===== config.mk =====
export PLATFORM = sky130hd
export DESIGN_NAME = lpf_emit_flat
export DESIGN_NICKNAME = d
export VERILOG_FILES = /design/src/hw/rtl/lpf_pkg.sv /design/src/hw/rtl/lpf_if.sv /design/src/hw/rtl/lpf_emit.sv /design/src/flat_wrapper.sv
export SDC_FILE = /design/constraint.sdc
export NUM_CORES = 1
export LEC_CHECK = 0
export ABC_AREA = 1
export ABC_CLOCK_PERIOD_IN_PS = 2300
export BUFFER_PORTS_ARGS = -buffer_cell sky130_fd_sc_hd__clkbuf_2
export CAP_MARGIN = 20
export CORE_MARGIN = 2
export CORE_UTILIZATION = 40
export CTS_CLUSTER_DIAMETER = 60
export DETAILED_ROUTE_END_ITERATION = 10
export GPL_TIMING_DRIVEN = 0
export PLACE_DENSITY = 0.75
export SLEW_MARGIN = 10
export SYNTH_ARGS = -nofsm -noshare
export SYNTH_HDL_FRONTEND = slang
export SYNTH_SLANG_ARGS = --single-unit

===== constraint.sdc =====
create_clock -name clk_i -period 2.3 [get_ports clk_i]
set_input_delay 0.115 -clock clk_i [delete_from_list [all_inputs] [get_ports clk_i]]
set_output_delay 0.115 -clock clk_i [all_outputs]
set_load 0.005 [all_outputs]

===== src/hw/rtl/lpf_pkg.sv =====
// ----------------------------------------------------------------------------
// lpf_pkg
// Shared types, codes and helpers of the layer pixel palette formatter.
// ----------------------------------------------------------------------------
`default_nettype none

package lpf_pkg;

  localparam int unsigned PIX_W      = 16;
  localparam int unsigned COMP_W     = 8;
  localparam int unsigned RGB_W      = 3 * COMP_W;
  localparam int unsigned CFG_IDX_W  = 3;
  localparam int unsigned CFG_DATA_W = 2;

  localparam logic [PIX_W-1:0] HI_BLUE_MASK  = 16'h001f;
  localparam logic [PIX_W-1:0] HI_GREEN_MASK = 16'h7c00;
  localparam logic [PIX_W-1:0] HI_RED_MASK   = 16'h03e0;

  typedef enum logic [CFG_IDX_W-1:0] {
    CFG_LAYER0_MODE     = 3'd0,
    CFG_LAYER1_MODE     = 3'd1,
    CFG_SECOND_LAYER_ON = 3'd2,
    CFG_HZOOM_LAYER0    = 3'd3,
    CFG_HZOOM_LAYER1    = 3'd4
  } cfg_idx_e;

  typedef enum logic [1:0] {
    MODE_OFF = 2'd0,
    MODE_16  = 2'd1,
    MODE_256 = 2'd2,
    MODE_HI  = 2'd3
  } mode_e;

  typedef enum logic [1:0] {
    PORT_SEL   = 2'd0,
    PORT_BLUE  = 2'd1,
    PORT_RED   = 2'd2,
    PORT_GREEN = 2'd3
  } port_e;

  typedef enum logic {
    REQ_PORT  = 1'b0,
    REQ_PIXEL = 1'b1
  } req_e;

  typedef struct packed {
    logic              sel_we;
    logic              comp_we;
    port_e             port;
    logic [COMP_W-1:0] data;
  } pal_wr_t;

  typedef struct packed {
    mode_e            mode;
    logic             zoom;
    logic             op_a;
    logic             op_b;
    logic             rng_a;
    logic             rng_b;
    logic [RGB_W-1:0] hc_rgb;
  } meta_t;

  // xGGGGGRRRRRBBBBB to red, green, blue bytes
  function automatic logic [RGB_W-1:0] hicolour(input logic [PIX_W-1:0] c);
    logic [PIX_W-1:0] b;
    logic [PIX_W-1:0] g;
    logic [PIX_W-1:0] r;
    b = c & HI_BLUE_MASK;
    g = c & HI_GREEN_MASK;
    r = c & HI_RED_MASK;
    return {r[9:5], 3'b000, g[14:10], 3'b000, b[4:0], 3'b000};
  endfunction

endpackage

`default_nettype wire


===== src/hw/rtl/lpf_if.sv =====
// ----------------------------------------------------------------------------
// lpf_if
// Valid/ready channels of the formatter: request beats in, pixel beats out.
// ----------------------------------------------------------------------------
`default_nettype none


interface lpf_out_if;
  logic                       valid;
  logic                       ready;
  logic [lpf_pkg::RGB_W-1:0]  rgb;
  logic                       opaque;
  logic                       last;

  modport source (output valid, rgb, opaque, last, input ready);
  modport sink   (input valid, rgb, opaque, last, output ready);
endinterface

`default_nettype wire


===== src/hw/rtl/lpf_emit.sv =====
// ----------------------------------------------------------------------------
// lpf_emit
// Holds one pixel word after the palette read and expands it into one to
// four pixel beats through a registered output stage.
// ----------------------------------------------------------------------------
`default_nettype none

module lpf_emit (
  input  wire logic                      clk_i,
  input  wire logic                      rst_ni,
  input  wire logic                      load_i,
  input  wire lpf_pkg::meta_t            meta_i,
  input  wire logic [lpf_pkg::RGB_W-1:0] rd_data_a_i,
  input  wire logic [lpf_pkg::RGB_W-1:0] rd_data_b_i,
  output logic                           ready_o,
  lpf_out_if.source                      pix_o
);

  lpf_pkg::meta_t            meta_q;
  logic                      s1_valid_q, s1_valid_d;
  logic [1:0]                cnt_q, cnt_d;
  logic                      out_valid_q;
  logic [lpf_pkg::RGB_W-1:0] rgb_q;
  logic                      opaque_q, last_q;

  logic                      is16;
  logic [1:0]                last_idx;
  logic                      last_beat;
  logic                      pix_sel;
  logic                      load_out;
  logic                      fin;
  logic [lpf_pkg::RGB_W-1:0] col;
  logic                      op;

  assign is16      = (meta_q.mode == lpf_pkg::MODE_16);
  assign last_idx  = {is16 & meta_q.zoom, is16 | meta_q.zoom};
  assign last_beat = (cnt_q == last_idx);
  assign pix_sel   = meta_q.zoom ? cnt_q[1] : cnt_q[0];
  assign load_out  = s1_valid_q && (!out_valid_q || pix_o.ready);
  assign fin       = load_out && last_beat;
  assign ready_o   = !s1_valid_q || fin;

  always_comb begin
    col = '0;
    op  = 1'b0;
    unique case (meta_q.mode)
      lpf_pkg::MODE_HI: begin
        col = meta_q.hc_rgb;
        op  = meta_q.op_a;
      end
      default: begin
        if (pix_sel) begin
          col = meta_q.rng_b ? rd_data_b_i : '0;
          op  = meta_q.op_b;
        end else begin
          col = meta_q.rng_a ? rd_data_a_i : '0;
          op  = meta_q.op_a;
        end
      end
    endcase
  end

  always_comb begin
    s1_valid_d = s1_valid_q;
    cnt_d      = cnt_q;
    if (load_out) begin
      cnt_d = cnt_q + 2'd1;
    end
    if (fin) begin
      s1_valid_d = 1'b0;
    end
    if (load_i) begin
      s1_valid_d = 1'b1;
      cnt_d      = '0;
    end
  end

  always_ff @(posedge clk_i or negedge rst_ni) begin
    if (!rst_ni) begin
      s1_valid_q  <= 1'b0;
      cnt_q       <= '0;
      out_valid_q <= 1'b0;
    end else begin
      s1_valid_q <= s1_valid_d;
      cnt_q      <= cnt_d;
      if (load_out) begin
        out_valid_q <= 1'b1;
      end else if (pix_o.ready) begin
        out_valid_q <= 1'b0;
      end
    end
  end

  always_ff @(posedge clk_i) begin
    if (load_i) begin
      meta_q <= meta_i;
    end
    if (load_out) begin
      rgb_q    <= op ? col : '0;
      opaque_q <= op;
      last_q   <= last_beat;
    end
  end

  assign pix_o.valid  = out_valid_q;
  assign pix_o.rgb    = rgb_q;
  assign pix_o.opaque = opaque_q;
  assign pix_o.last   = last_q;

endmodule

`default_nettype wire


===== src/flat_wrapper.sv =====
// flat-port wrapper written by rule: the top's interface ports become plain ports
module lpf_emit_flat 
  (clk_i, rst_ni, load_i, meta_i, rd_data_a_i, rd_data_b_i, ready_o, pix_o_valid, pix_o_rgb, pix_o_opaque, pix_o_last, pix_o_ready);
  lpf_out_if pix_o_i ();
  input  wire logic clk_i;
  input  wire logic rst_ni;
  input  wire logic load_i;
  input  wire lpf_pkg::meta_t meta_i;
  input  wire logic [lpf_pkg::RGB_W-1:0] rd_data_a_i;
  input  wire logic [lpf_pkg::RGB_W-1:0] rd_data_b_i;
  output logic ready_o;
  output wire logic [$bits(pix_o_i.valid)-1:0] pix_o_valid;
  output wire logic [$bits(pix_o_i.rgb)-1:0] pix_o_rgb;
  output wire logic [$bits(pix_o_i.opaque)-1:0] pix_o_opaque;
  output wire logic [$bits(pix_o_i.last)-1:0] pix_o_last;
  input wire logic [$bits(pix_o_i.ready)-1:0] pix_o_ready;
  assign pix_o_valid = pix_o_i.valid;
  assign pix_o_rgb = pix_o_i.rgb;
  assign pix_o_opaque = pix_o_i.opaque;
  assign pix_o_last = pix_o_i.last;
  assign pix_o_i.ready = pix_o_ready;
  lpf_emit u_core (.clk_i(clk_i), .rst_ni(rst_ni), .load_i(load_i), .meta_i(meta_i), .rd_data_a_i(rd_data_a_i), .rd_data_b_i(rd_data_b_i), .ready_o(ready_o), .pix_o(pix_o_i));
endmodule

Yosys cells after proc, flatten, opt, wreduce, memory -nomap -nowiden
Index checks and enable logic that the tools add are counted.
W data, S select, Z words.
{ "op_classes": {"n_reduce_logical": 9, "addsub": 1, "n_bitwise": 2, "n_eq_ne": 3, "n_mux": 13} }
{ "ops": {"columns": ["cell", "n"], "rows": [
  ["$mux W24", 4],
  ["$mux W1", 7],
  ["$reduce_bool A2 Y1", 3],
  ["$mux W2", 2],
  ["$add A2 B1 Y2 const B", 1],
  ["$eq A2 B1 Y1 const B", 1],
  ["$eq A2 B2 Y1", 1],
  ["$eq A2 B2 Y1 const B", 1],
  ["$logic_and A1 B1 Y1", 2],
  ["$logic_not A1 Y1", 2],
  ["$logic_or A1 B1 Y1", 2],
  ["$and A1 B1 Y1", 1],
  ["$or A1 B1 Y1", 1]
]} }
{ "word_totals": {"input_bits": 83, "ff_bits": 61, "word_cells": 41} }

Depth between registers and ports, before layout
{ "depth": {"word_depth": 6, "mapped_depth": 8, "mapped_depth_nobuf": 8} }

Least setup slack after synthesis
OpenSTA, ideal clock, no wires.
{ "synth_timing": {"path_kind": "reg2reg", "start": "register u_core.out_valid_q, in the netlist u_core.pix_o.valid", "end": "register u_core.cnt_q[1]", "arrival_time_ns": 2.308, "setup_slack_ns": -0.134, "path_stages_with_launch": 5, "period_less_slack_ns": 2.434, "t_required_ns": 2.174, "cell_sequence": "dfrtp_1 -> a21oi_1 -> nand2_1 -> o21ai_0 -> a21oi_1"} }
{ "synth_via": {"elab_chain_len": 4} }
{ "synth_rtl": {"columns": ["element", "line", "text"], "rows": [
  ["from (decl)", "lpf_emit.sv:22", "logic out_valid_q;"],
  ["from (signal assigned)", "lpf_emit.sv:82", "out_valid_q <= 1'b0;"],
  ["from (signal assigned)", "lpf_emit.sv:87", "out_valid_q <= 1'b1;"],
  ["from (signal assigned)", "lpf_emit.sv:89", "out_valid_q <= 1'b0;"],
  ["$logic_not A1 Y1", "lpf_emit.sv:39", "assign load_out = s1_valid_q && (!out_valid_q || pix_o.ready);"],
  ["$logic_or A1 B1 Y1", "lpf_emit.sv:39", null],
  ["$logic_and A1 B1 Y1", "lpf_emit.sv:39", null],
  ["via u_core.load_out", "lpf_emit.sv:30", "logic load_out;"],
  ["$reduce_bool A2 Y1 (no source line)", null, null],
  ["to (signal assigned)", "lpf_emit.sv:85", "cnt_q <= cnt_d;"],
  ["to (decl)", "lpf_emit.sv:21", "logic [1:0] cnt_q, cnt_d;"]
]} }
The timed path passes the listed nets, and every way through them passes these cells.
A chain may end at the register's enable or synchronous reset.

Final worst setup path
{ "layout_timing": {"start": "register u_core.meta_q[29] (netlist name)", "end": "register u_core.rgb_q (netlist bit u_core.pix_o.rgb[11]) (data pin)"} }
{ "layout_via": {"elab_chain_len": 2, "word_cells_on_any_way": 3, "classes_between": "1 x eq/ne; 2 x mux"} }
{ "layout_rtl": {"columns": ["element", "line", "text"], "rows": [
  ["from (decl)", "lpf_emit.sv:19", "lpf_pkg::meta_t meta_q;"],
  ["from (signal assigned)", "lpf_emit.sv:96", "meta_q <= meta_i;"],
  ["$eq A2 B2 Y1 (*)", "lpf_emit.sv:46", "unique case (meta_q.mode)"],
  ["$mux W24 / $mux W1 (equally long branches)", "lpf_emit.sv:46", null],
  ["to (signal assigned)", "lpf_emit.sv:99", "rgb_q <= op ? col : '0;"],
  ["to (decl)", "lpf_emit.sv:23", "logic [lpf_pkg::RGB_W-1:0] rgb_q;"]
]} }
Every way passes the cells marked *; elsewhere a longest branch is shown, timed or not.

==> impl_metrics.toml <==
[worst_hold_path]
worstHoldStart = "pix_o_ready"
hp-class = "primary input to register"

[status]
status = "finished clean"

[drt]
drt_pass1_iterations = 4
post_drt_via_cell_ratio = 4.61
wl_um = 7320
drc = 0
vias = 2624
post_drt_wl_per_cell_um = 12.9
drt-initial-drc-count = 185
ant_nets = 0

[global_routing]
grt.total_usage_pct = 19.2
grt_max_degree = 33
grt_pass1_vias = 2441
antenna_found_initial = 0
grt_pass1_wl_um = 11300
gr-total-overflow = 0

[yosys]
synth_compound_area_share_pct = 5.64
synth_fa_ha_area_share_pct = 0
avgSynthCellArea_um2 = 9.38
muxShareOfSynthArea_pct = 0
synthXorXnorAreaFrac_pct = 0
synth.distinct_cells = 20
synth_nets = 395
synthSimpleGateAreaFrac_pct = 28.5
syn_inst = 312
ys_warn_count = 0
synth-seq-cells = 61
netlist_area_mm2 = 0.00293
synth_top_family_by_area = "simple AND/OR/NAND/NOR gates"
seq_area_frac_synth_pct = 61.9

[worst_setup_path]
cp.arrival_ps = 2030
endpoint_kind = "register"
critical_path.startpoint = "u_core.meta_q[29]$_DFFE_PP_"
worst-path-max-fanout = 10
r2r_start = "u_core.meta_q[29]$_DFFE_PP_"
setup.worst_path.start_class = "register"
path_class = "register to register"
crit_required_ps = 2400
worst-r2r-setup-slack_ps = 370

[clock_network]
ctsResizeCount = 0
clock_sinks = 61
post-cts-setup-buffer-count = 0
clk_path_buf_depth = 2
clk_latency_ps = 340
clkTransAtPathRegs_ps = 70
tritoncts.num_buffers = 9
cts_root_buf = "clkbuf_8"
cts_tree = "done"
cts.htree.levels = 3

[layout]
final_cells = 569
nFillCells = 629
post-route-util_pct = 58.0
antenna_cells = 0
layout-drive-gt1-share_pct = 34.5
fin_nets = 549
final_area_mm2 = 0.00416
areaGrowthSynthToFinish_pct = 42.2
final_cell_mix = "clkbuf_2, nor2_1, nand2_1"
final_common_cell = "clkbuf_2"

[place]
hpwl_um = 5200
port_buffers = 110
post_dp_cell_area_mm2 = 0.00364
gp_congestion = 0.736
placed_cells = 522

[die]
die_h_um = 89.6
rows = 31
io-pin-count = 111
die_w_um = 89.6
core-area_mm2 = 0.00718
die-area_mm2 = 0.00802
initial_core_util_pct = 40.8

[sta]
finalSetupViolations = 0
timing.final.hold_violations = 0
post-route-period-util_pct = 84.0
worst_pin_slew_ps = 818
slew_violations = 0
fin_setup_tns_ps = 0
relSlewSlack_pct = 45.4
rsz0062_at_grt = "false"
finalCriticalPeriod_ps = 1930
clock_skew_ps = 7.60
max_freq_mhz = 518

[pwr]
pwr_density_cell_mw_per_mm2 = 724
ir_worst_vdd_mv = 0.367
p_leak_nw = 1.89

[job]
maxCapViolations = 0
## state kept, by name (all words and copies together), names as in the netlist
| name | flops |
|---|---|
| u_core.pix_o.valid | 1 |
| u_core.pix_o.rgb | 24 |
| u_core.pix_o.opaque | 1 |
| u_core.s1_valid_q | 1 |
| u_core.meta_q | 31 |
| u_core.pix_o.last | 1 |
| u_core.cnt_q | 2 |
## worst paths after layout
kind,end,depth (start not counted)
max,u_core.pix_o.rgb[11]$_SDFFCE_PN0P_,6
min,u_core.pix_o.valid$_DFFE_PN0P_,4
max reg2reg,u_core.pix_o.rgb[11]$_SDFFCE_PN0P_,6
min reg2reg,u_core.s1_valid_q$_DFFE_PN0P_,2
max in group asynchronous,u_core.cnt_q[0]$_DFFE_PN0P_,2
min in group asynchronous,u_core.cnt_q[1]$_DFFE_PN0P_,2
## cells in the mapped netlist
cell type / instances / share of area, %
a21oi_1: 3 / 0.51
nor2_1: 74 / 9.5
o21ai_0: 20 / 3.4
nand4_1: 1 / 0.21
inv_2: 1 / 0.13
nand2_1: 64 / 8.2
clkbuf_1: 12 / 1.5
nand3_1: 27 / 4.6
or2_2: 24 / 5.1
o21ai_2: 1 / 0.30
buf_4: 2 / 0.51
o21ai_1: 5 / 0.85
clkbuf_2: 1 / 0.17
edfxtp_1: 57 / 58
o21ai_4: 1 / 0.56
nand2_2: 2 / 0.43
nand3b_2: 1 / 0.38
dfrtp_1: 4 / 3.4
inv_1: 9 / 1.2
buf_2: 3 / 0.51
## routing by layer
metal  global-route usage, %  vias up  share of wire, %
li1                        -     1340                 -
met3                    3.97       19               6.3
met1                    24.3     1151                41
met5                       0        -                 0
met2                    31.5      114                50
met4                    9.36        0               2.7
## power by group
group | switching, W | internal, W
Clock | 0.000410 | 0.000594
Sequential | 0.0000425 | 0.00137
Combinational | 0.000329 | 0.000269
Total | 0.000781 | 0.00223
## worst max-delay path, stage by stage (launching register included)
cell and delay, ps:
edfxtp_1 430, nand2_1 210, clkbuf_1 340, clkbuf_1 380, o21ai_0 180, nor2_1 120
nor2_1 50
## final cells by class
| class | instances | area [µm²] | share of cell area, % |
|---|---|---|---|
| timing repair buffer | 143 | 898 | 21.6 |
| inverter | 10 | 37.5 | 0.901 |
| multi-input combinational | 223 | 1010 | 24.2 |
| clock inverter | 6 | 78.8 | 1.89 |
| buffer | 18 | 80.1 | 1.92 |
| clock buffer | 9 | 124 | 2.97 |
| tap | 99 | 124 | 2.97 |
| sequential | 61 | 1810 | 43.5 |
## cell families (layout without fill, tap and decap cells)
| logic type | Yosys count | in the layout |
|---|---|---|
| and+or+nand+nor | 193 | 193 |
| buffers and inverters | 28 | 186 |
| DFF | 61 | 61 |
| AOI/OAI and AO/OA | 30 | 30 |
## per-stage QoR
step,setup slack (ps),hold slack (ps),total power [W]
floorplan,524,-181,0.00173
global placement,124,-77.9,0.00196
detailed placement,359,-75.5,0.00200
CTS,351,62.0,0.00304
global route,118,112,0.00318
finish,368,72.9,0.00301
## repair_timing
item / 4_1_cts / 5_1_grt
hold buffers: 32 / 0
hold endpoints to repair: 35 / 0
endpoints found under the setup margin: 0 / 0
Power figures use the tool's default switching activity.
